<file path="config.mk">
export PLATFORM = sky130hd
export DESIGN_NAME = dag_dependency_enable_tracker_unit
export DESIGN_NICKNAME = d
export VERILOG_FILES = /design/src/rtl/dagt_pkg.sv /design/src/rtl/dagt_walk_unit.sv /design/src/rtl/dag_dependency_enable_tracker_unit.sv
export SDC_FILE = /design/constraint.sdc
export NUM_CORES = 1
export LEC_CHECK = 0
export BUFFER_PORTS_ARGS = -buffer_cell sky130_fd_sc_hd__buf_2
export CORE_MARGIN = 5
export CORE_UTILIZATION = 48
export DETAILED_ROUTE_END_ITERATION = 8
export GPL_TIMING_DRIVEN = 0
export HOLD_SLACK_MARGIN = 0.02
export MAX_ROUTING_LAYER = met4
export PLACE_DENSITY = 0.63
export SLEW_MARGIN = 20
export SYNTH_ARGS = -nofsm -noshare
export SYNTH_HDL_FRONTEND = slang
export SYNTH_SLANG_ARGS = --single-unit
export TNS_END_PERCENT = 100
</file>
<file path="constraint.sdc">
create_clock -name clock -period 9.1 [get_ports clock]
set_input_delay 0.91 -clock clock [delete_from_list [all_inputs] [get_ports clock]]
set_output_delay 0.91 -clock clock [all_outputs]
set_load 0.05 [all_outputs]
</file>
<file path="src/rtl/dagt_pkg.sv">
// Shared definitions for the dependency-graph enable tracker.
// Action and status codes, field widths and the default node count.
// No dependencies.
package dagt_pkg;

   // Field widths of the request and response channels
   localparam int ACTION_W = 3;
   localparam int INDEX_W  = 4;
   localparam int STATUS_W = 3;
   localparam int MASK_W   = 16;

   // Default graph size
   localparam int DEFAULT_NODE_COUNT = 16;

   // Request actions; unused codes act as a read
   localparam logic [ACTION_W-1:0] ACT_ADD_NODE = 3'd0;
   localparam logic [ACTION_W-1:0] ACT_ADD_EDGE = 3'd1;
   localparam logic [ACTION_W-1:0] ACT_ENABLE   = 3'd2;
   localparam logic [ACTION_W-1:0] ACT_DISABLE  = 3'd3;
   localparam logic [ACTION_W-1:0] ACT_TOGGLE   = 3'd4;
   localparam logic [ACTION_W-1:0] ACT_READ     = 3'd5;

   // Response status codes
   localparam logic [STATUS_W-1:0] STS_DONE        = 3'd0;
   localparam logic [STATUS_W-1:0] STS_EXISTS      = 3'd1;
   localparam logic [STATUS_W-1:0] STS_MISSING     = 3'd2;
   localparam logic [STATUS_W-1:0] STS_EDGE_EXISTS = 3'd3;
   localparam logic [STATUS_W-1:0] STS_CYCLE       = 3'd4;
   localparam logic [STATUS_W-1:0] STS_PARENT_OFF  = 3'd5;

endpackage

</file>
<file path="src/rtl/dagt_walk_unit.sv">
// Graph walk step unit: picks the lowest pending node and merges a fetched
// adjacency row back into the pending set.
// Depends on dagt_pkg.
module dagt_walk_unit
   import dagt_pkg::*;
#(
   parameter int NODE_COUNT = DEFAULT_NODE_COUNT
) (
   input  logic [NODE_COUNT-1:0]                      pend,
   input  logic [NODE_COUNT-1:0]                      seen,
   input  logic [NODE_COUNT-1:0]                      enabled,
   input  logic [NODE_COUNT-1:0]                      row,
   input  logic                                       dis_walk,
   output logic [((NODE_COUNT > 1) ? $clog2(NODE_COUNT) : 1)-1:0] pick_ix,
   output logic [NODE_COUNT-1:0]                      pick_bit,
   output logic                                       pend_empty,
   output logic [NODE_COUNT-1:0]                      pend_merged
);

   localparam int IW = (NODE_COUNT > 1) ? $clog2(NODE_COUNT) : 1;

   logic [IW-1:0]         ix;
   logic [NODE_COUNT-1:0] follow_mask;

   // Isolate the lowest set bit, then encode it (bits are one-hot)
   assign pick_bit   = pend & (~pend + NODE_COUNT'(1));
   assign pend_empty = (pend == '0);

   always_comb begin
      ix = '0;
      for (int i = 0; i < NODE_COUNT; i++) begin
         if (pick_bit[i]) begin
            ix = ix | IW'(i);
         end
      end
   end

   assign pick_ix = ix;

   // Disable walks only descend through nodes still enabled
   assign follow_mask = dis_walk ? enabled : '1;
   assign pend_merged = pend | (row & ~seen & follow_mask);

endmodule

</file>
<file path="src/rtl/dag_dependency_enable_tracker_unit.sv">
// Dependency tracker over a directed acyclic graph of indexed nodes.
// Requests (req_action, req_node, req_child) transfer on req_valid & req_ready;
// one response (rsp_status, rsp_node_enabled, rsp_enabled_nodes,
// rsp_child_nodes) per request transfers on rsp_valid & rsp_ready.
// One request is processed at a time; req_ready is high while the sequencer
// is idle, also while an earlier response still waits in the output register.
// A request passes from transfer through the decode, response read and
// response output states to the response register; add edge and disable
// first walk the graph, with a read and a merge state per reached node, and
// enable first scans parent rows, with a read and a check state per row. The
// adjacency memory has a single registered read port.
// A new request is taken the cycle after the response is loaded.
// If the receiver stalls, a finished response holds the sequencer until the
// output register frees up; nothing is dropped.
// Synchronous reset clears the node, enable and walk masks and the response
// valid; adjacency rows need no clearing since adding a node clears its row.
// Depends on dagt_pkg and dagt_walk_unit.
module dag_dependency_enable_tracker_unit
   import dagt_pkg::*;
#(
   parameter int NODE_COUNT = DEFAULT_NODE_COUNT
) (
   input  logic                clock,
   input  logic                reset,
   input  logic                req_valid,
   output logic                req_ready,
   input  logic [ACTION_W-1:0] req_action,
   input  logic [INDEX_W-1:0]  req_node,
   input  logic [INDEX_W-1:0]  req_child,
   output logic                rsp_valid,
   input  logic                rsp_ready,
   output logic [STATUS_W-1:0] rsp_status,
   output logic                rsp_node_enabled,
   output logic [MASK_W-1:0]   rsp_enabled_nodes,
   output logic [MASK_W-1:0]   rsp_child_nodes
);

   localparam int IW = (NODE_COUNT > 1) ? $clog2(NODE_COUNT) : 1;
   localparam logic [IW-1:0] LAST_IX = IW'(NODE_COUNT - 1);

   // Sequencer states
   localparam logic [2:0] ST_IDLE     = 3'd0;
   localparam logic [2:0] ST_DECODE   = 3'd1;
   localparam logic [2:0] ST_WALK_RD  = 3'd2;
   localparam logic [2:0] ST_WALK_USE = 3'd3;
   localparam logic [2:0] ST_EN_RD    = 3'd4;
   localparam logic [2:0] ST_EN_CHK   = 3'd5;
   localparam logic [2:0] ST_RSP_RD   = 3'd6;
   localparam logic [2:0] ST_RSP_OUT  = 3'd7;

   typedef logic [NODE_COUNT-1:0] mask_type;

   // Control registers
   logic [2:0]          state_ff, state_in;
   mask_type            present_ff, present_in;
   mask_type            enabled_ff, enabled_in;
   mask_type            pend_ff, pend_in;
   mask_type            seen_ff, seen_in;
   logic                rsp_valid_ff, rsp_valid_in;

   // Request and work registers
   logic [ACTION_W-1:0] action_ff, action_in;
   logic [INDEX_W-1:0]  node_ff, node_in;
   logic [INDEX_W-1:0]  child_ff, child_in;
   logic                dis_ff, dis_in;
   logic [IW-1:0]       scan_ff, scan_in;
   logic [STATUS_W-1:0] status_ff, status_in;
   mask_type            node_row_ff, node_row_in;

   // Response registers
   logic [STATUS_W-1:0] rsp_status_ff;
   logic                rsp_node_enabled_ff;
   logic [MASK_W-1:0]   rsp_enabled_nodes_ff;
   logic [MASK_W-1:0]   rsp_child_nodes_ff;

   // Adjacency memory: one row of child bits per node
   mask_type            adj_rows_ff [NODE_COUNT];
   mask_type            row_rd_ff;
   logic [IW-1:0]       mem_rd_ix;
   logic                mem_we;
   logic [IW-1:0]       mem_wr_ix;
   mask_type            mem_wr_data;

   // Decoded request fields
   logic [IW-1:0]       node_ix, child_ix;
   mask_type            node_bit, child_bit;
   logic                node_in_range, child_in_range;
   logic                node_present, child_present;
   logic                req_xfer, rsp_load;

   // Walk unit outputs
   logic [IW-1:0]       pick_ix;
   mask_type            pick_bit;
   logic                pend_empty;
   mask_type            pend_merged;

   assign node_ix        = IW'(node_ff);
   assign child_ix       = IW'(child_ff);
   assign node_bit       = mask_type'(1) << node_ix;
   assign child_bit      = mask_type'(1) << child_ix;
   assign node_in_range  = (int'(node_ff) < NODE_COUNT);
   assign child_in_range = (int'(child_ff) < NODE_COUNT);
   assign node_present   = node_in_range && present_ff[node_ix];
   assign child_present  = child_in_range && present_ff[child_ix];

   assign req_ready = (state_ff == ST_IDLE);
   assign req_xfer  = req_valid && req_ready;

   dagt_walk_unit #(
      .NODE_COUNT (NODE_COUNT)
   ) u_walk (
      .pend        (pend_ff),
      .seen        (seen_ff),
      .enabled     (enabled_ff),
      .row         (row_rd_ff),
      .dis_walk    (dis_ff),
      .pick_ix     (pick_ix),
      .pick_bit    (pick_bit),
      .pend_empty  (pend_empty),
      .pend_merged (pend_merged)
   );

   // Sequencer next state and datapath
   always_comb begin
      state_in     = state_ff;
      present_in   = present_ff;
      enabled_in   = enabled_ff;
      pend_in      = pend_ff;
      seen_in      = seen_ff;
      action_in    = action_ff;
      node_in      = node_ff;
      child_in     = child_ff;
      dis_in       = dis_ff;
      scan_in      = scan_ff;
      status_in    = status_ff;
      node_row_in  = node_row_ff;
      mem_rd_ix    = node_ix;
      mem_we       = 1'b0;
      mem_wr_ix    = node_ix;
      mem_wr_data  = '0;
      rsp_load     = 1'b0;

      case (state_ff)
         ST_IDLE: begin
            // fetch the addressed row while the request is captured
            mem_rd_ix = IW'(req_node);
            if (req_xfer) begin
               action_in = req_action;
               node_in   = req_node;
               child_in  = req_child;
               state_in  = ST_DECODE;
            end
         end

         ST_DECODE: begin
            node_row_in = row_rd_ff;
            status_in   = STS_DONE;
            state_in    = ST_RSP_RD;
            if (action_ff == ACT_ADD_NODE) begin
               if (!node_in_range) begin
                  status_in = STS_MISSING;
               end else if (present_ff[node_ix]) begin
                  status_in = STS_EXISTS;
               end else begin
                  present_in  = present_ff | node_bit;
                  enabled_in  = enabled_ff | node_bit;
                  mem_we      = 1'b1;
                  mem_wr_data = '0;
               end
            end else if (!node_present) begin
               status_in = STS_MISSING;
            end else begin
               case (action_ff)
                  ACT_ADD_EDGE: begin
                     if (!child_present) begin
                        status_in = STS_MISSING;
                     end else if ((row_rd_ff & child_bit) != '0) begin
                        status_in = STS_EDGE_EXISTS;
                     end else begin
                        // reachability walk from the child
                        pend_in  = child_bit;
                        seen_in  = '0;
                        dis_in   = 1'b0;
                        state_in = ST_WALK_RD;
                     end
                  end
                  ACT_ENABLE: begin
                     scan_in  = '0;
                     state_in = ST_EN_RD;
                  end
                  ACT_DISABLE: begin
                     pend_in  = node_bit & enabled_ff;
                     seen_in  = '0;
                     dis_in   = 1'b1;
                     state_in = ST_WALK_RD;
                  end
                  ACT_TOGGLE: begin
                     if (enabled_ff[node_ix]) begin
                        pend_in  = node_bit;
                        seen_in  = '0;
                        dis_in   = 1'b1;
                        state_in = ST_WALK_RD;
                     end else begin
                        scan_in  = '0;
                        state_in = ST_EN_RD;
                     end
                  end
                  default: begin
                     status_in = STS_DONE;
                  end
               endcase
            end
         end

         ST_WALK_RD: begin
            // take the lowest pending node and fetch its row
            mem_rd_ix = pick_ix;
            if (pend_empty) begin
               state_in = ST_RSP_RD;
               if (!dis_ff) begin
                  if ((seen_ff & node_bit) != '0) begin
                     status_in = STS_CYCLE;
                  end else begin
                     mem_we      = 1'b1;
                     mem_wr_data = node_row_ff | child_bit;
                  end
               end
            end else begin
               pend_in = pend_ff & ~pick_bit;
               seen_in = seen_ff | pick_bit;
               if (dis_ff) begin
                  enabled_in = enabled_ff & ~pick_bit;
               end
               state_in = ST_WALK_USE;
            end
         end

         ST_WALK_USE: begin
            pend_in  = pend_merged;
            state_in = ST_WALK_RD;
         end

         ST_EN_RD: begin
            mem_rd_ix = scan_ff;
            state_in  = ST_EN_CHK;
         end

         ST_EN_CHK: begin
            // a present, disabled parent blocks the enable
            if (present_ff[scan_ff] && ((row_rd_ff & node_bit) != '0)
                && !enabled_ff[scan_ff]) begin
               status_in = STS_PARENT_OFF;
               state_in  = ST_RSP_RD;
            end else if (scan_ff == LAST_IX) begin
               enabled_in = enabled_ff | node_bit;
               state_in   = ST_RSP_RD;
            end else begin
               scan_in  = scan_ff + IW'(1);
               state_in = ST_EN_RD;
            end
         end

         ST_RSP_RD: begin
            mem_rd_ix = node_ix;
            pend_in   = '0;
            seen_in   = '0;
            state_in  = ST_RSP_OUT;
         end

         ST_RSP_OUT: begin
            if (!rsp_valid_ff || rsp_ready) begin
               rsp_load = 1'b1;
               state_in = ST_IDLE;
            end
         end

         default: begin
            state_in = ST_IDLE;
         end
      endcase
   end

   assign rsp_valid_in = rsp_load || (rsp_valid_ff && !rsp_ready);

   // Control state
   always_ff @(posedge clock) begin
      if (reset) begin
         state_ff     <= ST_IDLE;
         present_ff   <= '0;
         enabled_ff   <= '0;
         pend_ff      <= '0;
         seen_ff      <= '0;
         rsp_valid_ff <= 1'b0;
      end else begin
         state_ff     <= state_in;
         present_ff   <= present_in;
         enabled_ff   <= enabled_in;
         pend_ff      <= pend_in;
         seen_ff      <= seen_in;
         rsp_valid_ff <= rsp_valid_in;
      end
   end

   // Work registers
   always_ff @(posedge clock) begin
      action_ff   <= action_in;
      node_ff     <= node_in;
      child_ff    <= child_in;
      dis_ff      <= dis_in;
      scan_ff     <= scan_in;
      status_ff   <= status_in;
      node_row_ff <= node_row_in;
   end

   // Adjacency memory, one write and one registered read
   always_ff @(posedge clock) begin
      if (mem_we) begin
         adj_rows_ff[mem_wr_ix] <= mem_wr_data;
      end
      row_rd_ff <= adj_rows_ff[mem_rd_ix];
   end

   // Response register
   always_ff @(posedge clock) begin
      if (rsp_load) begin
         rsp_status_ff        <= status_ff;
         rsp_node_enabled_ff  <= node_present && enabled_ff[node_ix];
         rsp_enabled_nodes_ff <= MASK_W'(enabled_ff & present_ff);
         rsp_child_nodes_ff   <= node_present ? MASK_W'(row_rd_ff) : '0;
      end
   end

   assign rsp_valid         = rsp_valid_ff;
   assign rsp_status        = rsp_status_ff;
   assign rsp_node_enabled  = rsp_node_enabled_ff;
   assign rsp_enabled_nodes = rsp_enabled_nodes_ff;
   assign rsp_child_nodes   = rsp_child_nodes_ff;

   // Only present nodes may be enabled
   a_enabled_present: assert property (@(posedge clock) disable iff (reset)
      (enabled_ff & ~present_ff) == '0)
      else $error("enabled node not present");

   // Walk registers are clear whenever the sequencer is idle
   a_idle_walk_clear: assert property (@(posedge clock) disable iff (reset)
      (state_ff == ST_IDLE) |-> (pend_ff == '0 && seen_ff == '0))
      else $error("walk state left over in idle");

   // A request transfer always starts decoding
   a_xfer_decode: assert property (@(posedge clock) disable iff (reset)
      (req_valid && req_ready) |=> (state_ff == ST_DECODE))
      else $error("request transfer did not start decode");

   // A new response only comes out of the response state
   a_rsp_source: assert property (@(posedge clock) disable iff (reset)
      $rose(rsp_valid_ff) |-> ($past(state_ff) == ST_RSP_OUT))
      else $error("response loaded outside response state");

endmodule
</file>
* Word level (Yosys, flattened, before mapping)
Memories as Yosys holds them, arrays and structs flattened. A register that Yosys moved wholly into a read port is not among the register bits.
Index checks and enable logic that the tools add are counted.
** Storage, ports and cells
- Register bits after elaboration :: 139
- Bits in writable memories :: 256
- Input bits :: 15
- Output and inout port bits :: 38
- Logic and storage cells :: 209
- Memories :: 1
** Memory list
- adj_rows_ff :: words 16, bits a word 16, rd ports 1, clocked after memory_dff 1, write ports 1, line dag_dependency_enable_tracker_unit.sv:77 : mask_type adj_rows_ff [NODE_COUNT];
** Cells by class
- Add/subtract/negate cells :: 2
- Order comparisons :: 3
- Eq/ne operators :: 36
- Shifts and indexed selects :: 2
- Muxes and demuxes :: 98
- Bitwise logic cells :: 20
- Reduce and logical (&&, ||, !) cells :: 30
** Operators with widths (count)
- 2-to-1 mux 16 bit :: 23
- case mux 16 bit (3 select lines) :: 4
- bitwise AND 16 bit :: 10
- bitwise OR 16 bit :: 5
- case mux 16 bit (4 select lines) :: 1
- 2-to-1 mux 4 bit :: 13
- 2-to-1 mux 3 bit :: 17
- inverter 16 bit :: 3
- nonzero test 16 bit :: 3
- != test 2 bit, second input constant :: 17
- << shifter 1 x 4 -> 16 bit, first input constant :: 2
- case mux 3 bit (8 select lines) :: 1
- AND reduction 7 bit :: 3
- binary-select mux 1 bit (select 4 bit) :: 5
- 2-to-1 mux 1 bit :: 19
- adder 16 x 1 -> 16 bit, second input constant :: 1
- zero test 16 bit :: 1
- 2-to-1 mux 2 bit :: 8
- case mux 4 bit (2 select lines) :: 2
- AND reduction 8 bit :: 2
- == test 3 bit, second input constant :: 5
- less-than comparator 4 x 5 -> 1 bit, second input constant :: 3
- == test 3 x 2 -> 1 bit, second input constant :: 4
- != test 3 bit, second input constant :: 4
- 22 further kinds :: 35

* Logic depth before layout (Yosys ltp)
Gate-level depths: netlist of run 1.
- Depth in word-level cells :: 19
- Depth in mapped cells :: 12
- Gate-level depth less buffers :: 8

* Modules after synthesis
From an unflattened synthesis of run 1, not the netlist that was laid out.
** Second synthesis, totals
- Cells, all modules :: 1462
- Area, all modules :: 18843.1 sq um
** By module, submodules not included
- dag_dependency_enable_tracker_unit :: times used 1, cells each 1359, area an instance 18215.0 sq um, seq. area each 11501.0 sq um
- dagt_walk_unit :: times used 1, cells each 103, area an instance 628.1 sq um, seq. area each 0.0 sq um

* Worst setup path before layout of run 1
OpenSTA, ideal clock, no wires.
- Kind :: register to register
- Start point :: register state_ff[0]
- End point :: memory adj_rows_ff[10][0] in the netlist's numbering (enable)
- Setup time :: 0.409 ns
- Arrival time :: 4.087 ns
- Required time :: 8.691 ns
- Setup slack :: 4.604 ns
- Stages on the path, launching flop included :: 10
- Path buffers :: 4
- Clock period less this slack :: 4.496 ns
- Cells stage by stage :: dfxtp_1 > clkbuf_1 > inv_1 > clkbuf_1 > nor3_1 > and4_1 > buf_2 > nor2_1 > clkbuf_1 > nor3_1
** Between the ends
- Word-level cells in the longest chain between the ends :: 4
- Elaborated cells on any way between the ends :: 5
- Classes of those cells :: eq/ne: 2; mux: 3
** RTL lines
- start: declaration :: line dag_dependency_enable_tracker_unit.sv:54 : logic [2:0] state_ff, state_in;
- start signal: assignment :: line dag_dependency_enable_tracker_unit.sv:295 : state_ff <= state_in;
- == test 3 x 2 -> 1 bit / == test 3 x 1 -> 1 bit (equally long branches) :: line dag_dependency_enable_tracker_unit.sv:143 : case (state_ff)
- case mux 1 bit (2 select lines) * :: line dag_dependency_enable_tracker_unit.sv:143
- 2-to-1 mux 1 bit * :: line dag_dependency_enable_tracker_unit.sv:317 : if (mem_we) begin
- 2-to-1 mux 1 bit (implied by the code) * :: line dag_dependency_enable_tracker_unit.sv:318 : adj_rows_ff[mem_wr_ix] <= mem_wr_data;
- end: declaration :: line dag_dependency_enable_tracker_unit.sv:77
Every way passes the cells marked *; elsewhere a longest branch is shown, timed or not.

* Final worst setup path of run 1
- Start point :: register node_ff[0], in the netlist mem_wr_ix[0]
- End point :: memory adj_rows_ff[8][5] in the netlist's numbering, data pin
** Between the ends
- Word-level cells in the longest chain between the ends :: 7
** RTL lines
- start: declaration :: line dag_dependency_enable_tracker_unit.sv:63 : logic [INDEX_W-1:0] node_ff, node_in;
- start signal: assignment :: line dag_dependency_enable_tracker_unit.sv:307 : node_ff <= node_in;
- << shifter 1 x 4 -> 16 bit :: line dag_dependency_enable_tracker_unit.sv:99 : assign node_bit = mask_type'(1) << node_ix;
- bitwise AND 16 bit :: line dag_dependency_enable_tracker_unit.sv:221 : if ((seen_ff & node_bit) != '0) begin
- nonzero test 16 bit :: line dag_dependency_enable_tracker_unit.sv:221
- 2-to-1 mux 16 bit :: line dag_dependency_enable_tracker_unit.sv:221
- 2-to-1 mux 16 bit :: line dag_dependency_enable_tracker_unit.sv:220 : if (!dis_ff) begin
- 2-to-1 mux 16 bit :: line dag_dependency_enable_tracker_unit.sv:218 : if (pend_empty) begin
- 2-to-1 mux 16 bit
- via mem_wr_data[5] :: line dag_dependency_enable_tracker_unit.sv:82 : mask_type mem_wr_data;
The timed path passes the listed nets, and every way through them passes these cells.

==> summary.txt, run 1 <==
Outcome
  • Outcome: completed

Synth
  • Avg Inst Size Synth: roughly 12 µm²
  • Post-synth top cells: edfxtp_1, nand2_1, a21oi_1, nor2_1, dfxtp_1
  • Asr flop ratio synth: 0
  • Area leader, netlist: edfxtp_1
  • Post-synth cell types: 70
  • Seq cells post-synth: roughly 400
  • Number of synthesized flops with an enable pin: between 300 and 400
  • Post-synthesis mux area share: 0.0609
  • Top-area cell type share of the netlist area: 0.549
  • Synthesis Warnings: 0
  • Synthesized area: 17900 µm²
  • Syn Inst Count: 1486
  • Synth Area in XOR/XNOR: 0.000979
  • Count leader, synth: edfxtp_1
  • Post-synthesis adder-cell area fraction: 0.000699
  • Register area share after synthesis: 0.643
  • Primary FF master, synth: edfxtp_1
  • Synth area leaders: edfxtp_1, dfxtp_1, mux2i_1
  • Synth Net Count: about 1500
  • Largest family of logic cells by synthesized area: simple AND/OR/NAND/NOR gates
  • Synth Area in Compound Gates: 0.127
  • Post-Synth Simple-Gate Area: 0.137

Routing
  • DR vias/cell: between 6 and 7
  • Routed via count: approximately 13000
  • Drt total wl: ~60 mm
  • Detail Route Antenna Nets: 0
  • 1st-iter DRT viols: 1902
  • Drt pass-1 iters: 5
  • Wire per inst: about 28 µm
  • Drt drc: 0

Power
  • VDD IR-drop max: approximately 0.21 mV
  • Lkg Pwr: just over 0.007 µW
  • Pwr dens: between 200 and 300 nW/µm²

Place
  • Hpwl dp: about 43 mm
  • IO Port Bufs: 52
  • Global placer's final weighted congestion: around 1.0
  • Placed instance area: 19100 µm²
  • Placed cells: approximately 2000

Clock tree
  • Worst-path clk slew: approximately 0.060 ns
  • Maximum clock path buffer count: 3
  • Root buffer cell: clkbuf_16
  • Hold Buf Count CTS: 0
  • Post-CTS setup buffer count: 0
  • Htree depth: 2
  • CTS buffer count: 44
  • Clock sinks: just over 400
  • CTS tree: done
  • Post-CTS Resized: 0
  • Clock Latency Late Sink: 0.58 ns

Global routing
  • Total track usage: 0.296
  • Vias in the first global route: 12518
  • Largest net degree at the start of global routing: 30
  • First-pass GRT wire length: between 80 and 90 mm
  • Global route overflow: 0
  • Initial antenna violation count: 3

Timing
  • Final worst path period share: 0.513
  • Unrepaired setup endpoints after global routing: false
  • Hold WS: approximately 0.42 ns
  • Fin. max-slew vios: 0
  • Setup violations, final: 0
  • Setup TNS: 0 ns
  • Hold Violations, Final: 0
  • Worst-Margin Slew: around 1.2 ns
  • Worst relative slew slack: 0.206
  • Final critical-path required period: approximately 4.7 ns
  • Maximum clock rate: between 200 and 250 MHz
  • Final Skew: around 0.017 ns

Worst setup path
  • Crit path DAT: between 4 and 5 ns
  • Startpoint types: register
  • Crit-path max FO: 16
  • R2r setup slk: between 4 and 5 ns
  • Capturing point of the worst reg2reg path: adj_rows_ff[8][5]$_DFFE_PP_
  • CP Capture Type: register
  • Worst reg2reg path depth: 10
  • WS Path Type: reg2reg
  • Worst endpoint required time: just over 9 ns
  • FF-to-FF Start: mem_wr_ix[0]$_DFFE_PP_

Cells and area
  • Reg area: around 12000 µm²
  • Final Instance Area: around 21000 µm²
  • FILL cells: ~3000
  • Multi-input gate area: 5960 µm²
  • Fin nets: about 1600
  • Finished Layout Cells: 2119
  • Layout area overhead: 15.1%
  • Share of layout cells above drive strength 1: 0.150

Min path
  • Worst hold path startpoint: status_ff[1]$_DFFE_PP_
  • Hold/Removal Path Class: reg2reg
  • WHS Path Cells: 0
  • WHS Endpoint: rsp_status[1]$_DFFE_PP_

Floorplanning
  • Starting Density: 0.488
  • # IOs: 53
  • Row count: 70
  • Die X-Extent: 203 µm
  • Die area: ~41000 µm²
  • Core Area: around 37000 µm²
  • Chip height: between 200 and 250 µm

Flow run
  • Maximum capacitance violations: 0
[registers in the layout, summed over array words and instances (netlist names), 3 cells and up]
signal             cells
action_ff              3
adj_rows_ff          256
child_ff               4
enabled_ff            16
mem_wr_ix              4
node_row_ff           16
pend_ff               16
present_ff            16
row_rd_ff             16
rsp_child_nodes       16
rsp_enabled_nodes     16
rsp_status             3
scan_ff                4
seen_ff               16
state_ff               3
status_ff              3
[through the flow]
stage	util	setup WS (ns)	total power, µW
3_5_place_dp	0.521	4.66	4380
6_report	0.561	4.43	6170
2_1_floorplan	-	4.60	3590
3_3_place_gp	0.511	1.27	4350
4_1_cts	0.561	4.64	6140
5_1_grt	0.561	4.41	6420
[power breakdown]
| part | switching, µW | internal, µW |
|---|---|---|
| registers | 148 | 2140 |
| logic | 1430 | 684 |
| clock network | 748 | 1010 |
| total | 2330 | 3840 |
[worst max-delay path, stage by stage, from the launching register on]
cell	delay, ns
edfxtp_1	0.43
buf_2	0.34
inv_1	0.14
nand2_1	0.50
o32ai_1	0.15
a32oi_1	0.24
o21ai_0	0.33
or3_1	0.51
clkbuf_1	0.27
clkbuf_1	0.37
nor2_1	0.99
[layout make-up]
cell class	instances	share of cell area
flip-flops and latches	411	0.558
diodes	2	0.000243
inverters	29	0.00528
repair buffers	84	0.0271
clock inverters	26	0.0109
well taps	468	0.0284
clock buffers	53	0.0590
plain buffers	93	0.0217
multi-input cells	953	0.289
[how the worst max path moves through the flow]
stage,from,end,slack (ns)
global placement,state_ff[0]$_SDFFE_PP0P_,adj_rows_ff[3][11]$_DFFE_PP_,1.27
floorplan,state_ff[0]$_SDFFE_PP0P_,adj_rows_ff[10][0]$_DFFE_PP_,4.60
detailed placement,mem_wr_ix[0]$_DFFE_PP_,adj_rows_ff[9][7]$_DFFE_PP_,4.66
CTS,mem_wr_ix[0]$_DFFE_PP_,adj_rows_ff[8][7]$_DFFE_PP_,4.64
global route,mem_wr_ix[0]$_DFFE_PP_,adj_rows_ff[15][5]$_DFFE_PP_,4.41
finish,mem_wr_ix[0]$_DFFE_PP_,adj_rows_ff[8][5]$_DFFE_PP_,4.43
[logic make-up after synthesis]
family                   Yosys count
multiplexers                      91
flip-flops                       411
XOR/XNOR                           2
adder cells (fa/ha/maj)            1
AO/OA/AOI/OAI                    363
AND/OR/NAND/NOR                  496
buffers and inverters            122
[cells in the final DEF, fill, tap and decap left out, types with 8 or more instances in the layout]
master	instances
a311oi_1	9
a32oi_1	8
dfxtp_1	84
edfxtp_1	327
a211oi_1	16
o211ai_1	11
clkbuf_1	57
or3b_1	16
a31oi_1	34
nor3_1	17
buf_6	17
nor2_2	14
nor3b_1	15
clkbuf_16	45
a21oi_1	144
buf_4	22
nor3_2	14
buf_2	73
inv_1	29
nor2_1	101
clkinv_2	8
or3_1	8
clkinv_1	9
and2_1	38
nor4_1	18
nand3_1	22
mux4_2	14
nand2_1	178
o22ai_1	40
o21ai_0	47
nor2b_1	15
mux2i_1	74
[routing by layer]
metal	global-route usage	share of wire
met1	0.428	0.43
met2	0.404	0.42
met3	0.0981	0.13
met4	0.0766	0.027
met5	-	0
(Power assumes the default switching activity.)
==> inputs of run 2 (changes only) <==
Clock period 9.1 ns to 4.34 ns, I/O delays scaled along.
==> run 2 against run 1 <==
The run now ends with negative setup slack left; critical path depth is the same; register-to-register slack lost 4.5 ns; cell area grew 0.25%; clock-buffer cell count grew 4; flip-flop and latch count is the same.
==> summary.txt, run 2 (synthesis gave the netlist of run 1 again) <==
Outcome
  • Outcome: finished, violations left
  • Violations in the final reports: negative setup slack

Timing
  • Fin. max-slew vios: 0 (unchanged)
  • Worst relative slew slack: 0.253 (+0.0467)
  • Setup TNS: -1.12 ns (-1.12 ns)
  • Unrepaired setup endpoints after global routing: true
  • Final worst path period share: 1.01 (+0.501)
  • Hold Violations, Final: 0 (unchanged)
  • Maximum clock rate: 227 MHz (+6.1%)
  • Setup WS post-layout: -0.0633 ns (-4.49 ns)
  • Setup violations, final: 32 (+32)
  • Final Skew: 0.0192 ns (+0.00213 ns)
  • Worst-Margin Slew: 1.11 ns (-0.0742 ns)
  • Final critical-path required period: 4.40 ns (-0.269 ns)

Clock tree
  • Worst-path clk slew: 0.08 ns (+0.02 ns)
  • CTS buffer count: 43 (-2.3%)
  • Maximum clock path buffer count: 3 (unchanged)
  • Clock Latency Late Sink: 0.57 ns (about the same)
  • Post-CTS setup buffer count: 0 (unchanged)
  • Clock sinks: 411 (unchanged)
  • CTS tree: done
  • Htree depth: 2 (unchanged)
  • Hold Buf Count CTS: 0 (unchanged)
  • Root buffer cell: clkbuf_16

Routing
  • DR vias/cell: 6.31 (-0.49%)
  • Routed via count: 13336 (-0.68%)
  • 1st-iter DRT viols: 1751 (-7.9%)
  • Drt drc: 0 (unchanged)
  • Detail Route Antenna Nets: 0 (unchanged)
  • Drt total wl: 61.6 mm (+2.2%)
  • Wire per inst: 29.1 µm (+2.3%)
  • Drt pass-1 iters: 6 (+1)

Power
  • P_sw: 4920 µW (+110%)
  • Clock share of power: 0.295 (+0.009)
  • VDD IR-drop max: 0.460 mV (+120%)
  • Comb pwr share: 0.339 (-0.004)
  • Pwr dens: 637 nW/µm² (+110%)
  • Part of the power in registers: 0.366 (-0.005)
  • Internal Pwr Total: 8250 µW (+110%)
  • Lkg Pwr: 0.00707 µW (about the same)
  • Net Sw Frac: 0.373 (-0.00402)

Cells and area
  • FILL cells: 3006 (+0.13%)
  • Multi-input gate area: 5990 µm² (+0.63%)
  • Layout area overhead: 15.4%
  • Fin nets: 1629 (-0.18%)
  • Core Util, Final: 0.563 (+0.00140)
  • Max reg flops: 256 (unchanged)
  • Share of layout cells above drive strength 1: 0.152 (+0.00200)
  • Most common cell after layout, fill and taps aside: edfxtp_1
  • Final Instance Area: 20700 µm² (+0.25%)
  • Largest Register: adj_rows_ff
  • Most frequent cells in the layout: edfxtp_1, nand2_1, a21oi_1
  • Reg area: 11500 µm² (unchanged)
  • Antenna cell count: 0 (-2)
  • Finished Layout Cells: 2115 (-0.19%)

Worst setup path
  • Startpoint types: register
  • WS Path Type: reg2reg
  • Crit-path max FO: 16 (unchanged)
  • CP Capture Type: register
  • CP Cell Sequence: buf_2 > inv_1 > nand2_1 > o32ai_1 > a32oi_1 > o21ai_0 > or3_1 > clkbuf_1 > clkbuf_1 > nor2_2
  • CP most frequent cell: clkbuf_1
  • Crit-path slowest cell: nor2_2
  • Buf/Inv on CP: 4 (unchanged)
  • Crit path DAT: 4.64 ns (-0.24 ns)
  • Critical Path Max Stage Delay: 0.77 ns (-0.22 ns)
  • Worst endpoint required time: 4.58 ns (-4.73 ns)
  • CP top delay family: simple AND/OR/NAND/NOR gates

Floorplanning
  • Starting Density: 0.488 (unchanged)
  • Core Area: 36700 µm² (unchanged)
  • Chip height: 203 µm (unchanged)
  • Die X-Extent: 203 µm (unchanged)
  • # IOs: 53 (unchanged)
  • Row count: 70 (unchanged)
  • Die area: 41200 µm² (unchanged)

Flow run
  • Maximum capacitance violations: 0 (unchanged)

Global routing
  • Total track usage: 0.304 (+0.00782)
  • First-pass GRT wire length: 88.8 mm (+2.2%)
  • Largest net degree at the start of global routing: 30 (unchanged)
  • Vias in the first global route: 12763 (+2.0%)
  • Global route overflow: 0 (unchanged)
  • Initial antenna violation count: 3 (unchanged)

Place
  • Hpwl dp: 44.4 mm (+3.1%)
  • Placed instance area: 19100 µm² (-0.14%)
  • Global placer's final weighted congestion: 0.984 (-5.0%)
  • IO Port Bufs: 52 (unchanged)
  • Place WS: -0.155 ns (-4.82 ns)
  • Placed cells: 2036 (-0.098%)

Min path
  • Hold/Removal Path Class: in2reg
==> run 2: cell types whose count changed in the layout (fill, tap and decap cells not counted), moves of 4 or more <==
cell	delta
clkinv_2	-5
nor2_1	-5
bufinv_16	+4
clkbuf_1	+4
nor2_2	+4
==> run 2: path summary, 6_finish.rpt <==
path,startpoint,endpoint,slack [ns],depth (start not counted)
min reg2reg,status_ff[2]$_DFFE_PP_,rsp_status[2]$_DFFE_PP_,0.43,0
max,mem_wr_ix[0]$_DFFE_PP_,adj_rows_ff[6][9]$_DFFE_PP_,-0.06,10
min,req_child[0],child_ff[0]$_DFFE_PP_,0.05,1
max reg2reg,mem_wr_ix[0]$_DFFE_PP_,adj_rows_ff[6][9]$_DFFE_PP_,-0.06,10
==> run 2: metal layers <==
metal,GRT usage,routed length [µm],up-vias
met1,0.452,27300,6634
met3,0.0752,7000,103
met2,0.420,25600,732
met5,-,0,-
met4,0.0771,1740,0
li1,-,-,5867
==> run 2: what timing repair did <==
item | 4_1_cts | 5_1_grt
endpoints found under the setup margin | 178 | 154
gates cloned | 0 | 0
resized for setup | 3 | 4
==> run 2: final cells by class <==
cell class	count	area share
repair buffers	82	0.0256
flip-flops and latches	411	0.557
clock inverters	22	0.0134
plain buffers	93	0.0217
clock buffers	57	0.0586
inverters	29	0.00527
multi-input cells	953	0.290
well taps	468	0.0284
==> run 2: through the flow <==
stage	hold slack (ns)	power (µW)
3_5_place_dp	0.413	9210
3_3_place_gp	0.407	9170
5_1_grt	0.0338	13600
6_report	0.0493	13200
2_1_floorplan	0.400	7540
4_1_cts	0.0278	13100
==> run 2: power by group through the flow <==
stage / Sequential (µW) / Combinational [µW] / Clock (µW)
floorplan: 4700 / 2830 / 0
global placement: 4890 / 4290 / 0
detailed placement: 4880 / 4330 / 0
CTS: 4790 / 4360 / 3920
global route: 4810 / 4740 / 4090
finish: 4820 / 4460 / 3880
